`src/rtl/cwj_pkg.sv`:
```
package cwj_pkg;

  localparam logic [1:0] OP_LOAD      = 2'd0;
  localparam logic [1:0] OP_NONZERO   = 2'd1;
  localparam logic [1:0] OP_EMPTY_ROW = 2'd2;

  localparam logic [1:0] ST_UPDATED   = 2'd0;
  localparam logic [1:0] ST_NO_DIAG   = 2'd1;
  localparam logic [1:0] ST_ZERO_DIAG = 2'd2;

  localparam int QUEUE_DEPTH = 8;
  localparam int QUEUE_AW    = 3;
  // row ends that can be in the front pipeline but not yet queued
  localparam int FRONT_INFLIGHT = 3;

  typedef struct packed {
    logic               empty_row;
    logic [9:0]         row;
    logic signed [63:0] acc;
    logic signed [31:0] rhs;
    logic signed [31:0] oldx;
    logic signed [31:0] diag;
    logic               found;
  } job_t;

endpackage

```
`src/rtl/cwj_back.sv`:
```
module cwj_back (
  input  logic               clk,
  input  logic               rst,
  input  logic               omega_we,
  input  logic [17:0]        omega_wdata,
  input  logic               job_ready,
  input  cwj_pkg::job_t      job_in,
  output logic               job_pop,
  input  logic               pop,
  output logic               empty,
  output logic [9:0]         out_row,
  output logic signed [31:0] residual,
  output logic signed [31:0] new_x,
  output logic [1:0]         status
);

  localparam logic [2:0] B_IDLE = 3'd0;
  localparam logic [2:0] B_RES  = 3'd1;
  localparam logic [2:0] B_MUL  = 3'd2;
  localparam logic [2:0] B_PREP = 3'd3;
  localparam logic [2:0] B_DIV  = 3'd4;
  localparam logic [2:0] B_FIX  = 3'd5;
  localparam logic [2:0] B_OUT  = 3'd6;

  localparam int PW = 51;

  function automatic logic signed [31:0] sat32(input logic signed [52:0] v);
    if (v > 53'sd2147483647) return 32'sh7FFFFFFF;
    if (v < -53'sd2147483648) return 32'sh80000000;
    return v[31:0];
  endfunction

  logic [17:0]         omega;
  logic [2:0]          state;
  cwj_pkg::job_t       job;
  logic signed [31:0]  res, nx;
  logic [1:0]          st;
  logic signed [PW-1:0] prod;
  logic [PW-1:0]       num;
  logic [31:0]         den;
  logic [32:0]         rem;
  logic [5:0]          cnt;
  logic                neg;
  logic                ov;

  // residual
  logic signed [65:0] d66;
  logic signed [63:0] diff;
  logic signed [48:0] r49;
  logic signed [31:0] res_c;

  always_comb begin
    d66 = $signed({{18{job.rhs[31]}}, job.rhs, 16'd0}) - $signed({{2{job.acc[63]}}, job.acc});
    if (d66[65:63] != 3'b000 && d66[65:63] != 3'b111) begin
      diff = d66[65] ? {1'b1, 63'd0} : {1'b0, {63{1'b1}}};
    end else begin
      diff = d66[63:0];
    end
    r49 = $signed({diff[63], diff[63:16]}) + $signed({48'd0, diff[15]});
    if (job.empty_row) begin
      res_c = job.rhs;
    end else begin
      res_c = sat32({{4{r49[48]}}, r49});
    end
  end

  // divide step
  logic [32:0] rs;
  logic        ge;
  assign rs = {rem[31:0], num[PW-1]};
  assign ge = rs >= {1'b0, den};

  logic [PW:0]        qmag;
  logic signed [52:0] term, sum;
  assign qmag = {1'b0, num};
  assign term = neg ? -$signed({1'b0, qmag}) : $signed({1'b0, qmag});
  assign sum  = $signed({{21{job.oldx[31]}}, job.oldx}) + term;

  assign job_pop = state == B_IDLE && job_ready;
  assign empty   = !ov;

  always_ff @(posedge clk) begin
    if (rst) begin
      omega <= 18'd43691;
    end else if (omega_we) begin
      omega <= omega_wdata;
    end
  end

  always_ff @(posedge clk) begin
    if (rst) begin
      state <= B_IDLE;
      ov    <= 1'b0;
    end else begin
      if (pop && ov && state != B_OUT) ov <= 1'b0;
      unique case (state)
        B_IDLE: begin
          if (job_ready) begin
            job   <= job_in;
            state <= B_RES;
          end
        end
        B_RES: begin
          res <= res_c;
          nx  <= job.oldx;
          if (job.empty_row || !job.found) begin
            st    <= cwj_pkg::ST_NO_DIAG;
            state <= B_OUT;
          end else if (job.diag == 32'sd0) begin
            st    <= cwj_pkg::ST_ZERO_DIAG;
            state <= B_OUT;
          end else begin
            st    <= cwj_pkg::ST_UPDATED;
            state <= B_MUL;
          end
        end
        B_MUL: begin
          prod  <= $signed({1'b0, omega}) * res;
          state <= B_PREP;
        end
        B_PREP: begin
          neg   <= prod[PW-1] ^ job.diag[31];
          num   <= prod[PW-1] ? PW'(-prod) : PW'(prod);
          den   <= job.diag[31] ? 32'(-job.diag) : 32'(job.diag);
          rem   <= '0;
          cnt   <= '0;
          state <= B_DIV;
        end
        B_DIV: begin
          rem <= ge ? rs - {1'b0, den} : rs;
          num <= {num[PW-2:0], ge};
          cnt <= cnt + 1'b1;
          if (cnt == 6'(PW - 1)) state <= B_FIX;
        end
        B_FIX: begin
          nx    <= sat32(sum);
          state <= B_OUT;
        end
        B_OUT: begin
          if (!ov || pop) begin
            ov       <= 1'b1;
            out_row  <= job.row;
            residual <= res;
            new_x    <= nx;
            status   <= st;
            state    <= B_IDLE;
          end
        end
        default: state <= B_IDLE;
      endcase
    end
  end

endmodule

```
`config.mk`:
```
export PLATFORM = sky130hd
export DESIGN_NAME = cwj_back
export DESIGN_NICKNAME = d
export VERILOG_FILES = /design/src/rtl/cwj_pkg.sv /design/src/rtl/cwj_back.sv
export SDC_FILE = /design/constraint.sdc
export NUM_CORES = 2
export LEC_CHECK = 0
export BUFFER_PORTS_ARGS = -buffer_cell sky130_fd_sc_hd__buf_4
export CAP_MARGIN = 5
export CORE_UTILIZATION = 64
export DETAILED_ROUTE_END_ITERATION = 12
export GPL_ROUTABILITY_DRIVEN = 0
export GPL_TIMING_DRIVEN = 0
export PLACE_DENSITY = 0.83
export SLEW_MARGIN = 20
export SYNTH_ARGS = -nofsm -noshare
export SYNTH_HDL_FRONTEND = slang
export SYNTH_SLANG_ARGS = --single-unit
```
`constraint.sdc`:
```
create_clock -name clk -period 11.3 [get_ports clk]
set_input_delay 1.13 -clock clk [delete_from_list [all_inputs] [get_ports clk]]
set_output_delay 1.13 -clock clk [all_outputs]
set_load 0.01 [all_outputs]
```
==> impl_metrics.env <==
export IMPL_cts_hold_buffers=0
export IMPL_crit_path_end_kind="flop"
export IMPL_first_pass_iters=6
export IMPL_crit_start="job[74]"
export IMPL_max_stage_delay_ns=0.49
export IMPL_syn_area_um2=48900
export IMPL_finalWorstSetupSlack_ns=0.493
export IMPL_grt_max_degree=33
export IMPL_regArea_um2=15100
export IMPL_routed_via_count=37681
export IMPL_multi_input_area_um2=30400
export IMPL_root_buffer="clkbuf_16"
export IMPL_worst_slew_pin_slew_ns=1.02
export IMPL_wl_per_cell_um=20.1
export IMPL_start_kind="flop"
export IMPL_synthTopCellsByCount="inv_1 (715), nand2_1 (592), fa_1 (559)"
export IMPL_core_area_um2=75800
export IMPL_cts_buffers=53
export IMPL_hold_viol_final=0
export IMPL_drv_slew=0
export IMPL_worstReg2RegStart="job[74]"
export IMPL_rows=101
export IMPL_clk_pin_slew_ns=0.06
export IMPL_fillCellCount=5397
export IMPL_r2r_slack_ns=0.49
export IMPL_first_global_vias=38832
export IMPL_finalNetCount=6313
export IMPL_avgViaCountPerCell=5.97
export IMPL_dieWidth_um=278
export IMPL_yosys_area_top_type="edfxtp_1"
export IMPL_synthTopCellsByArea="edfxtp_1 (30%), fa_1 (23%), ha_1 (6.8%), inv_1 (5.5%), nand2_1 (4.5%)"
export IMPL_final_setup_tns_ns=0
export IMPL_clock_latency_ns=0.62
export IMPL_status="complete, no violations"
export IMPL_crit_type="flop to flop"
export IMPL_yosysTopAreaCellShare_pct=29.9
export IMPL_cp_arrival_ns=11.20
export IMPL_synth_most_common_cell="inv_1"
export IMPL_rsz0062_at_grt="no"
export IMPL_synthArstFlopShare_pct=0
export IMPL_cts_tree="yes"
export IMPL_cts_sinks=509
export IMPL_ys_seq_area_share_pct=30.8
export IMPL_drc=0
export IMPL_max_freq_ghz=0.0925
export IMPL_layout_worst_path_cycle_share_pct=95.6
export IMPL_syn_avg_cell_area_um2=9.91
export IMPL_num_io_pins=273
export IMPL_slew_headroom_pct=31.7
export IMPL_place_ws_ns=-0.146
export IMPL_hold_path_class="flop to flop"
export IMPL_path_max_fanout=10
export IMPL_skew_ns=0.0179
export IMPL_min_from="nx[17]"
export IMPL_antenna_left=0
export IMPL_die_area_um2=77600
export IMPL_maxCapViolations=0
export IMPL_area_growth_pct=11.2
export IMPL_post_dp_hpwl_mm=101
export IMPL_io_buffers=270
export IMPL_mappedNetlistNets=5958
export IMPL_die_height_um=278
export IMPL_drive_gt1_share_pct=8.87
export IMPL_synth_seq_cells=509
export IMPL_yosysUniqueCellTypes=102
export IMPL_antenna_found_initial=5
export IMPL_cpMaxStageDelayCell="ha_1"
export IMPL_drt_iter0_markers=3594
export IMPL_setup_violations=0
export IMPL_grt_first_pass_wirelength_mm=203
export IMPL_synth_edf_count=487
export IMPL_ys_flop_type="edfxtp_1"
export IMPL_finalCriticalPeriod_ns=10.81
export IMPL_clock_path_buffers=3
export IMPL_synth_cells=4937
export IMPL_grt_total_usage_pct=33.4
export IMPL_post_cts_setup_buffers=0
export IMPL_drt_wl_total_mm=127
export IMPL_cp_required_ns=11.70
export IMPL_grt_remaining_overflow=0
export IMPL_initial_core_util_pct=64.5
export IMPL_yosysWarnings=0
export IMPL_htreeDepth=2
==> cells by family after synthesis <==
group                      synth area share, %
buffers and inverters                     7.14
and+or+nand+nor                           15.2
muxes                                    0.542
DFF                                       30.8
AOI/OAI and AO/OA                         11.0
adders and majority gates                 29.7
xor gates and xnor gates                  5.66
==> path summary, 6_finish.rpt <==
path / end / cells past startpoint
worst max register to register: res[26] / 34
worst max-delay path: res[26] / 34
worst min-delay path: new_x[17] / 0
worst min register to register: new_x[17] / 0
==> cell usage in the layout (no fill, tap or decap), types with 33 or more instances in the layout <==
| cell type | netlist | final |
|---|---|---|
| buf_4 | 3 | 291 |
| o31ai_1 | 44 | 44 |
| a21oi_1 | 244 | 244 |
| inv_1 | 715 | 715 |
| clkbuf_1 | 188 | 190 |
| edfxtp_1 | 487 | 487 |
| nand3_1 | 53 | 53 |
| nor3_1 | 70 | 66 |
| and2_1 | 245 | 245 |
| o21ai_0 | 199 | 199 |
| nand2b_1 | 40 | 40 |
| clkbuf_16 | 0 | 53 |
| ha_1 | 267 | 267 |
| nor2_1 | 228 | 227 |
| xnor2_1 | 219 | 219 |
| nand2_1 | 592 | 592 |
| or3_1 | 39 | 39 |
| nand4_1 | 33 | 33 |
| a21o_1 | 104 | 104 |
| xor2_1 | 97 | 97 |
| nor2b_1 | 61 | 60 |
| fa_1 | 559 | 559 |
==> layout make-up <==
| cell class | instances | area share [%] |
|---|---|---|
| Clock buffer | 60 | 2.52 |
| Clock inverter | 36 | 0.759 |
| Buffer | 208 | 1.49 |
| Inverter | 716 | 4.94 |
| Timing Repair Buffer | 300 | 4.45 |
| Multi-Input combinational cell | 3504 | 55.9 |
| Sequential cell | 509 | 27.7 |
| Tap cell | 978 | 2.25 |
| Antenna cell | 2 | 0.00920 |
==> layer usage <==
metal	GRT usage (%)	vias to the layer above	part of all wire, %
met2	55.2	1793	47
met3	5.89	394	8.8
met5	0	-	0.010
met4	16.1	2	5.3
met1	42.7	18402	38
li1	-	17090	-
==> through the flow <==
stage,hold slack (ns),area (um^2),util [%],instances
6_report,0.417,54400,71.8,6313
2_1_floorplan,0.400,48900,-,4937
4_1_cts,0.418,54400,71.8,6311
3_5_place_dp,0.405,52600,69.4,6215
3_3_place_gp,0.401,52200,68.8,6185
5_1_grt,0.424,54400,71.8,6311
==> registers in the layout (all words and copies together), names as in the netlist <==
signal / cells
cnt: 6
den: 32
job: 172
neg: 1
new_x: 32
num: 51
nx: 32
omega: 18
out_row: 10
ov: 1
prod: 51
rem: 32
res: 32
residual: 32
st: 2
state: 3
status: 2
==> critical path, delay by kind of cell, from the launching register on <==
family,cells,cell delay (ns)
AOI/OAI and AO/OA,14,4.21
adders and majority gates,4,1.33
and+or+nand+nor,6,1.44
buffers and inverters,8,2.66
xor gates and xnor gates,2,0.45
DFF,1,0.44
==> timing repair <==
item,4_1_cts,5_1_grt
pin swaps,0,0
gates resized for setup,2,6
setup endpoints to repair,31,31
Power is not shown: default switching activity piles up to over one toggle a cycle in this logic, so the estimate is an artifact.
