$ cat src/rtl/cwj_pkg.sv
package cwj_pkg;

  localparam logic [1:0] OP_LOAD      = 2'd0;
  localparam logic [1:0] OP_NONZERO   = 2'd1;
  localparam logic [1:0] OP_EMPTY_ROW = 2'd2;

  localparam logic [1:0] ST_UPDATED   = 2'd0;
  localparam logic [1:0] ST_NO_DIAG   = 2'd1;
  localparam logic [1:0] ST_ZERO_DIAG = 2'd2;

  localparam int QUEUE_DEPTH = 8;
  localparam int QUEUE_AW    = 3;
  // row ends that can be in the front pipeline but not yet queued
  localparam int FRONT_INFLIGHT = 3;

  typedef struct packed {
    logic               empty_row;
    logic [9:0]         row;
    logic signed [63:0] acc;
    logic signed [31:0] rhs;
    logic signed [31:0] oldx;
    logic signed [31:0] diag;
    logic               found;
  } job_t;

endpackage

$ cat src/rtl/cwj_queue.sv
module cwj_queue (
  input  logic          clk,
  input  logic          rst,
  input  logic          push,
  input  cwj_pkg::job_t din,
  input  logic          pop,
  output cwj_pkg::job_t dout,
  output logic          nonempty,
  output logic [cwj_pkg::QUEUE_AW:0] count
);

  cwj_pkg::job_t mem [cwj_pkg::QUEUE_DEPTH];
  logic [cwj_pkg::QUEUE_AW-1:0] wp, rp;
  logic do_pop;

  assign do_pop   = pop && count != '0;
  assign nonempty = count != '0;
  assign dout     = mem[rp];

  always_ff @(posedge clk) begin
    if (push) begin
      mem[wp] <= din;
    end
  end

  always_ff @(posedge clk) begin
    if (rst) begin
      wp    <= '0;
      rp    <= '0;
      count <= '0;
    end else begin
      if (push) wp <= wp + 1'b1;
      if (do_pop) rp <= rp + 1'b1;
      count <= count + (cwj_pkg::QUEUE_AW+1)'(push) - (cwj_pkg::QUEUE_AW+1)'(do_pop);
    end
  end

endmodule

$ cat config.mk
export PLATFORM = sky130hd
export DESIGN_NAME = cwj_queue
export DESIGN_NICKNAME = d
export VERILOG_FILES = /design/src/rtl/cwj_pkg.sv /design/src/rtl/cwj_queue.sv
export SDC_FILE = /design/constraint.sdc
export NUM_CORES = 1
export LEC_CHECK = 0
export BUFFER_PORTS_ARGS = -buffer_cell sky130_fd_sc_hd__buf_2
export CAP_MARGIN = 20
export CORE_MARGIN = 10
export CORE_UTILIZATION = 50
export DETAILED_ROUTE_END_ITERATION = 12
export PLACE_DENSITY = 0.68
export SLEW_MARGIN = 20
export SYNTH_ARGS = -nofsm -noshare
export SYNTH_HDL_FRONTEND = slang
export SYNTH_SLANG_ARGS = --single-unit
$ cat constraint.sdc
create_clock -name clk -period 39.6 [get_ports clk]
set_input_delay 9.9 -clock clk [delete_from_list [all_inputs] [get_ports clk]]
set_output_delay 9.9 -clock clk [all_outputs]
set_load 0.02 [all_outputs]
==> summary.json, run 1 <==
{
  "synthesis": {
    "synth_fp_nets": 2246,
    "synth_top_flop_cell": "sky130_fd_sc_hd__edfxtp_1",
    "yosysWarnings": 0,
    "synthesis.area_per_instance_um2": 25.30,
    "async_flop_share": 0,
    "yosysSeqAreaShare": 0.7966,
    "count_of_flip_flops_with_a_built_in_enable_after_synthesis": 1376,
    "postSynthCellCount": 2063,
    "netlist-cell-type-count": 25,
    "postSynthRegisterBits": 1389,
    "syn-cell-area_mm2": 0.05220
  },
  "route": {
    "drt-initial-drc-count": 1970,
    "ant_nets": 0,
    "route.vias.total": 23045,
    "wl_met3_mm": 8.305,
    "m1WireLength_mm": 42.55,
    "firstDrtPassIters": 5,
    "route.final.wire_length_mm": 106.8,
    "wire_per_inst_um": 26.70,
    "routed.top_layer": "met5",
    "via_per_inst": 5.763,
    "post-route-drc-count": 0,
    "met2_length_mm": 53.30
  },
  "worst_setup_path": {
    "reg2regPathDepth": 4,
    "reg2reg_to": "mem[2][128]",
    "timing.rr.start": "wp[2]",
    "worstPathRequired_ps": 29700,
    "criticalPathCategory": "register to output port",
    "timing.critical_path.fanout_max": 68,
    "worst_setup_path_end_kind": "output port",
    "setup.worst_path.start_class": "register",
    "register_to_register_path_setup_slack_ps": 36450,
    "arrival_ps": 5170
  },
  "placement": {
    "detailed_place_hpwl_mm": 59.03,
    "place.port_buffers": 352,
    "detailedPlace.worstSlack_ps": 25250,
    "finalWeightedCongestion": 0.7194,
    "placed_cells_incl_taps": 3739
  },
  "layout": {
    "layout_commonest_cell": "sky130_fd_sc_hd__edfxtp_1",
    "final_cell_mix": "1376 x sky130_fd_sc_hd__edfxtp_1, 352 x sky130_fd_sc_hd__buf_2, 344 x sky130_fd_sc_hd__mux4_2",
    "nets": 2685,
    "area_growth_from_synthesis_to_layout_pct": 14.77,
    "instances_no_fill": 3999,
    "drive_gt1_frac": 0.4247,
    "filler_cells": 7320
  },
  "worst_hold_path": {
    "worst_hold_startpoint": "rp[2]",
    "timing.hold.worst_path_depth": 2,
    "timing.hold.worst.class": "register to register"
  },
  "floorplan": {
    "fp.coreArea_mm2": 0.1036,
    "die_area_mm2": 0.1177,
    "die_y_um": 343.1,
    "std_cell_rows": 118,
    "dieWidth_um": 343.1,
    "ioPinCount": 353,
    "floorplan.initialDensity": 0.5036
  },
  "global_route": {
    "via_count_of_the_first_global_routing_pass": 24890,
    "grt_pass1_wl_mm": 159.4,
    "grt_antenna_before_repair": 33,
    "grt_use_total": 0.1821,
    "grt_start_max_net_pins": 124,
    "gr-total-overflow": 0
  },
  "clocking": {
    "clkLatencyLatePin_ps": 730,
    "cts_root_buf": "sky130_fd_sc_hd__clkbuf_16",
    "tritoncts_num_sinks": 1389,
    "cts.reportedPaths.clkPinSlew_ps": 60,
    "clock_tree_from_tritoncts": "built",
    "ctsHtreeMaxLevel": 4,
    "cts-buffers-inserted": 141,
    "clock_tree.buffer_depth": 3,
    "postCtsHoldBufs": 0,
    "postCtsSetupRepairBufs": 0,
    "post_cts_resize_count": 0
  },
  "sta": {
    "rsz0062_at_grt": "false",
    "achievable-frequency_mhz": 66.37,
    "worst_slew_pin_slew_ps": 1058,
    "clock_skew_ps": 16.49,
    "min_period_ps": 15070,
    "final-setup-viol-count": 0,
    "final_number_of_hold_violating_endpoints": 0,
    "period_share": 0.3805,
    "finalSetupTns_ps": 0,
    "max-slew-margin-rel": 0.2945,
    "postLayoutSetupSlackWorst_ps": 24530,
    "worst_hold_slack_ps": 540.2,
    "drv_slew": 0
  },
  "flow_run": {
    "maxCapViolCount": 0
  },
  "run_status": {
    "status": "finished, final reports clean"
  },
  "pwr": {
    "p_leak_nw": 18.88,
    "p_per_area_mw_per_mm2": 57.10,
    "max-vdd-ir-drop_mv": 0.04443,
    "total_power_mw": 3.421
  }
}
## how the worst max path moves through the flow
stage          slack [ps]  startpoint        end
5_1_grt             24300    register  dout[126]
3_3_place_gp        25360    register   dout[81]
2_1_floorplan       17100        push  mem[0][0]
4_1_cts             24450    register  dout[123]
6_report            24530    register  dout[123]
3_5_place_dp        25250    register  dout[123]
## synthesized netlist by cell type (all sizes together) (2+ instances only)
cell type  number  share of area
nand2           5        0.00036
ha              6         0.0014
a21oi           6        0.00058
mux4          344           0.15
edfxtp       1376           0.79
xor2            2        0.00034
dfxtp          13         0.0050
clkbuf         36         0.0026
nor3            2        0.00019
o21ai           3        0.00029
nand3           3        0.00029
nand2b          4        0.00048
inv             8        0.00058
buf            60         0.0080
mux2          174          0.038
nor2b           2        0.00024
nor2           13        0.00093
## layout make-up
cell class / count / area (um2) / area share
multi-input combinational: 570 / 10090 / 0.1684
antenna: 15 / 37.54 / 0.0006266
clock buffer: 182 / 3735 / 0.06234
clock inverter: 63 / 581.8 / 0.009712
sequential: 1389 / 41590 / 0.6942
timing repair buffer: 392 / 2116 / 0.03532
inverter: 8 / 30.03 / 0.0005012
tap: 1380 / 1727 / 0.02882
## layer usage
layer	vias to the layer above	GRT usage
met5	-	0
met4	38	0.05732
met3	195	0.05060
met2	749	0.2966
met1	12268	0.2383
li1	9795	-
## stage by stage
step | area (um2) | util
5_1_grt | 59890 | 0.5778
3_5_place_dp | 55550 | 0.5360
6_report | 59910 | 0.5780
2_1_floorplan | 52200 | -
4_1_cts | 59870 | 0.5776
3_3_place_gp | 55550 | 0.5360
## kinds of logic (layout without fill, tap and decap cells)
logic type / count (synthesis) / after routing / synth area share
compound gates: 10 / 10 / 0.001031
flops: 1389 / 1389 / 0.7966
xor+xnor: 3 / 3 / 0.0005035
other cells: 0 / 15 / 0
buf+inv: 104 / 645 / 0.01117
fa+ha+maj: 7 / 7 / 0.001822
mux: 519 / 519 / 0.1862
simple gates: 31 / 31 / 0.002757
## state kept, by name (all words and copies together) (netlist names), named ones only
register / count
wp: 3
mem: 1376
rp: 3
count: 4
## power by group
| group | internal, mW | switching [mW] |
|---|---|---|
| logic | 0.217 | 0.281 |
| registers | 1.66 | 0.0219 |
| clock network | 0.723 | 0.519 |
## worst max-delay path, stage by stage, from the launching register on
cell	delay, ps
sky130_fd_sc_hd__dfxtp_4	1030
sky130_fd_sc_hd__buf_4	840
sky130_fd_sc_hd__buf_4	810
sky130_fd_sc_hd__buf_4	700
sky130_fd_sc_hd__mux4_2	420
sky130_fd_sc_hd__mux2_2	280
sky130_fd_sc_hd__buf_2	170
No activity file was read; power rests on OpenSTA's default activity.
==> run 2: changes to the inputs <==
--- a/config.mk
+++ b/config.mk
@@ -10,7 +10,7 @@
 export CORE_MARGIN = 10
 export CORE_UTILIZATION = 50
 export DETAILED_ROUTE_END_ITERATION = 12
-export PLACE_DENSITY = 0.68
+export PLACE_DENSITY = 0.71
 export SLEW_MARGIN = 20
 export SYNTH_ARGS = -nofsm -noshare
 export SYNTH_HDL_FRONTEND = slang
==> constraint.sdc (replaced) <==
create_clock -name clk -period 12.4 [get_ports clk]
set_input_delay 3.1 -clock clk [delete_from_list [all_inputs] [get_ports clk]]
set_output_delay 3.1 -clock clk [all_outputs]
set_load 0.02 [all_outputs]
==> run 2 against run 1 <==
  * Die area unchanged
  * Highest routed layer unchanged
  * Power increased to 3.2 times the previous value
  * Largest power group unchanged
  * Wire length shrank 0.75%
  * Sequential power rose to 3.2 times the previous value
  * Utilization rose by 0.084 points
==> summary.json, run 2 (synthesized netlist as in run 1, its figures left out) <==
{
  "sta": {
    "achievable-frequency_mhz": 136.9,
    "period_share": 0.5892,
    "worst_slew_pin_slew": {"value": 1309, "unit": "ps", "change": "was 1058 ps"},
    "min_period_ps": 7306,
    "final_number_of_hold_violating_endpoints": {"value": 0, "change": "unchanged"},
    "drv_slew": {"value": 0, "change": "unchanged"},
    "final-setup-viol-count": {"value": 0, "change": "unchanged"},
    "finalSetupTns": {"value": 0, "unit": "ps", "change": "unchanged"},
    "rsz0062_at_grt": {"value": "false", "change": "unchanged"},
    "max-slew-margin-rel": {"value": 0.1276, "change": "was 0.2945"},
    "clock_skew": {"value": 39.17, "unit": "ps", "change": "was 16.49 ps"}
  },
  "clocking": {
    "clock_tree_from_tritoncts": {"value": "built", "change": "unchanged"},
    "clock_tree.buffer_depth": {"value": 3, "change": "unchanged"},
    "cts_root_buf": {"value": "sky130_fd_sc_hd__clkbuf_16", "change": "unchanged"},
    "cts-buffers-inserted": {"value": 140, "change": "was 141"},
    "tritoncts_num_sinks": {"value": 1389, "change": "unchanged"},
    "postCtsHoldBufs": {"value": 0, "change": "unchanged"},
    "ctsHtreeMaxLevel": {"value": 4, "change": "unchanged"},
    "postCtsSetupRepairBufs": {"value": 0, "change": "unchanged"},
    "cts.reportedPaths.clkPinSlew": {"value": 60, "unit": "ps", "change": "about the same"},
    "clkLatencyLatePin": {"value": 750, "unit": "ps", "change": "was 730 ps"},
    "post_cts_resize_count": {"value": 0, "change": "unchanged"}
  },
  "layout": {
    "final-seq-area": {"value": 0.04159, "unit": "mm2", "change": "unchanged"},
    "postLayoutCellArea": {"value": 0.06000, "unit": "mm2", "change": "was 0.05991 mm2"},
    "largest_registers": {"value": "mem: 1376 flops, count: 4 flops", "change": "unchanged"},
    "area_growth_from_synthesis_to_layout": {"value": 14.94, "unit": "%", "change": "was 14.77%"},
    "drive_gt1_frac": {"value": 0.4298, "change": "was 0.4247"},
    "largest_reg_flops": {"value": 1376, "change": "unchanged"},
    "nets": {"value": 2678, "change": "was 2685"},
    "finalCoreUtilization": {"value": 0.5789, "change": "was 0.5780"},
    "layout_commonest_cell": {"value": "sky130_fd_sc_hd__edfxtp_1", "change": "unchanged"},
    "filler_cells": {"value": 7299, "change": "was 7320"},
    "final_cell_mix": {"value": "1376 x sky130_fd_sc_hd__edfxtp_1, 352 x sky130_fd_sc_hd__buf_2, 344 x sky130_fd_sc_hd__mux4_2", "change": "unchanged"},
    "top_register": {"value": "mem", "change": "unchanged"},
    "multiInputGateArea": {"value": 0.01010, "unit": "mm2", "change": "was 0.01009 mm2"}
  },
  "run_status": {
    "status": {"value": "finished, final reports clean", "change": "unchanged"}
  },
  "floorplan": {
    "ioPinCount": {"value": 353, "change": "unchanged"},
    "floorplan.initialDensity": {"value": 0.5036, "change": "unchanged"},
    "fp.coreArea": {"value": 0.1036, "unit": "mm2", "change": "unchanged"},
    "dieWidth": {"value": 343.1, "unit": "um", "change": "unchanged"},
    "die_area": {"value": 0.1177, "unit": "mm2", "change": "unchanged"},
    "std_cell_rows": {"value": 118, "change": "unchanged"},
    "die_y": {"value": 343.1, "unit": "um", "change": "unchanged"}
  },
  "worst_setup_path": {
    "worst_setup_path_end_kind": {"value": "output port", "change": "unchanged"},
    "criticalPathCategory": {"value": "register to output port", "change": "unchanged"},
    "arrival": {"value": 4210, "unit": "ps", "change": "was 5170 ps"},
    "slowest_stage": {"value": "sky130_fd_sc_hd__dfxtp_4", "change": "unchanged"},
    "cp_peak_stage_delay": {"value": 720, "unit": "ps", "change": "was 1030 ps"},
    "setup.worst_path.start_class": {"value": "register", "change": "unchanged"},
    "cp_cell_sequence": {"value": "buf_4, buf_12, mux4_2, mux2_2, buf_2", "change": "was buf_4, buf_4, buf_4, mux4_2, mux2_2, buf_2"},
    "timing.critical_path.fanout_max": {"value": 106, "change": "was 68"},
    "gate_family_responsible_for_the_most_delay_along_the_worst_path": {"value": "buffers and inverters", "change": "unchanged"},
    "cp.buffers_inverters": {"value": 3, "change": "was 4"},
    "worstPathRequired": {"value": 9300, "unit": "ps", "change": "was 29700 ps"}
  },
  "global_route": {
    "via_count_of_the_first_global_routing_pass": {"value": 24664, "change": "was 24890"},
    "gr-total-overflow": {"value": 0, "change": "unchanged"},
    "grt_pass1_wl": {"value": 158.8, "unit": "mm", "change": "was 159.4 mm"},
    "grt_start_max_net_pins": {"value": 155, "change": "was 124"},
    "grt_antenna_before_repair": {"value": 31, "change": "was 33"},
    "grt_use_total": {"value": 0.1808, "change": "was 0.1821"}
  },
  "route": {
    "post-route-drc-count": {"value": 0, "change": "unchanged"},
    "firstDrtPassIters": {"value": 5, "change": "unchanged"},
    "via_per_inst": {"value": 5.751, "change": "was 5.763"},
    "route.final.wire_length": {"value": 106.0, "unit": "mm", "change": "was 106.8 mm"},
    "drt-initial-drc-count": {"value": 1980, "change": "was 1970"},
    "wire_per_inst": {"value": 26.52, "unit": "um", "change": "was 26.70 um"},
    "route.vias.total": {"value": 22982, "change": "was 23045"},
    "ant_nets": {"value": 0, "change": "unchanged"}
  },
  "pwr": {
    "p_leak": {"value": 18.92, "unit": "nW", "change": "was 18.88 nW"},
    "p_per_area": {"value": 182.6, "unit": "mW/mm2", "change": "was 57.10 mW/mm2"},
    "max-vdd-ir-drop": {"value": 0.1500, "unit": "mV", "change": "was 0.04443 mV"}
  },
  "flow_run": {
    "maxCapViolCount": {"value": 0, "change": "unchanged"}
  },
  "placement": {
    "place.port_buffers": {"value": 352, "change": "unchanged"},
    "detailed_place_hpwl": {"value": 57.96, "unit": "mm", "change": "was 59.03 mm"},
    "finalWeightedCongestion": {"value": 0.7253, "change": "was 0.7194"},
    "post_placement_cell_area": {"value": 0.05557, "unit": "mm2", "change": "was 0.05555 mm2"}
  },
  "worst_hold_path": {
    "timing.hold.worst.class": {"value": "register to register", "change": "unchanged"}
  }
}
-- run 2: cell types whose count changed in the layout (fill, tap and decap cells not counted), sizes merged --
cell,before,now
bufinv,9,7
diode,15,8
inv,12,18
buf,392,386
clkinvlp,1,4
clkbuf,182,173
clkinv,49,61
-- run 2: final timing paths --
| check | end | slack, ps | cells past startpoint | start |
|---|---|---|---|---|
| worst min-delay path | register | 510 | 2 | rp[2] |
| worst max register to register | mem[6][137] | 9130 | 4 | wp[1] |
| worst max-delay path | dout[130] | 5090 | 5 | register |
| worst min register to register | register | 510 | 2 | rp[2] |
-- run 2: worst min-delay path, delay by kind of cell (launching register included) --
kind            cells  cell delay, ps
compound gates      2             160
flops               1             310
-- run 2: power by group --
| part | internal (mW) | switching (mW) | total, mW | leakage, nW |
|---|---|---|---|---|
| sequential | 5.29 | 0.0602 | 5.35 | 12.6 |
| clock | 2.29 | 1.71 | 4.01 | 2.17 |
| combinational | 0.694 | 0.903 | 1.60 | 4.14 |
-- run 2: metrics by stage --
step	worst slack (ps)	cells	power (mW)	hold slack, ps
after floorplan	1325	2063	6.568	479.9
after global placement	5869	3733	7.051	482.6
after detailed placement	5808	3733	7.081	506.9
after CTS	4996	3988	11.09	517.5
after global routing	4750	3993	11.37	562.5
final	5094	3996	10.96	513.6
-- run 2: cell type report --
class / count / share of cell area
timing repair buffer: 386 / 0.03529
antenna: 8 / 0.0003337
multi-input combinational: 570 / 0.1684
sequential: 1389 / 0.6932
clock buffer: 173 / 0.06188
inverter: 8 / 0.0005005
clock inverter: 82 / 0.01160
tap: 1380 / 0.02878
-- run 2: metal layers --
layer	global-route usage	share of wire	vias to the layer above
met3	0.05385	0.077	185
met1	0.2404	0.40	12256
li1	-	-	9757
met5	0	0.0028	-
met2	0.2911	0.50	736
met4	0.04959	0.019	48
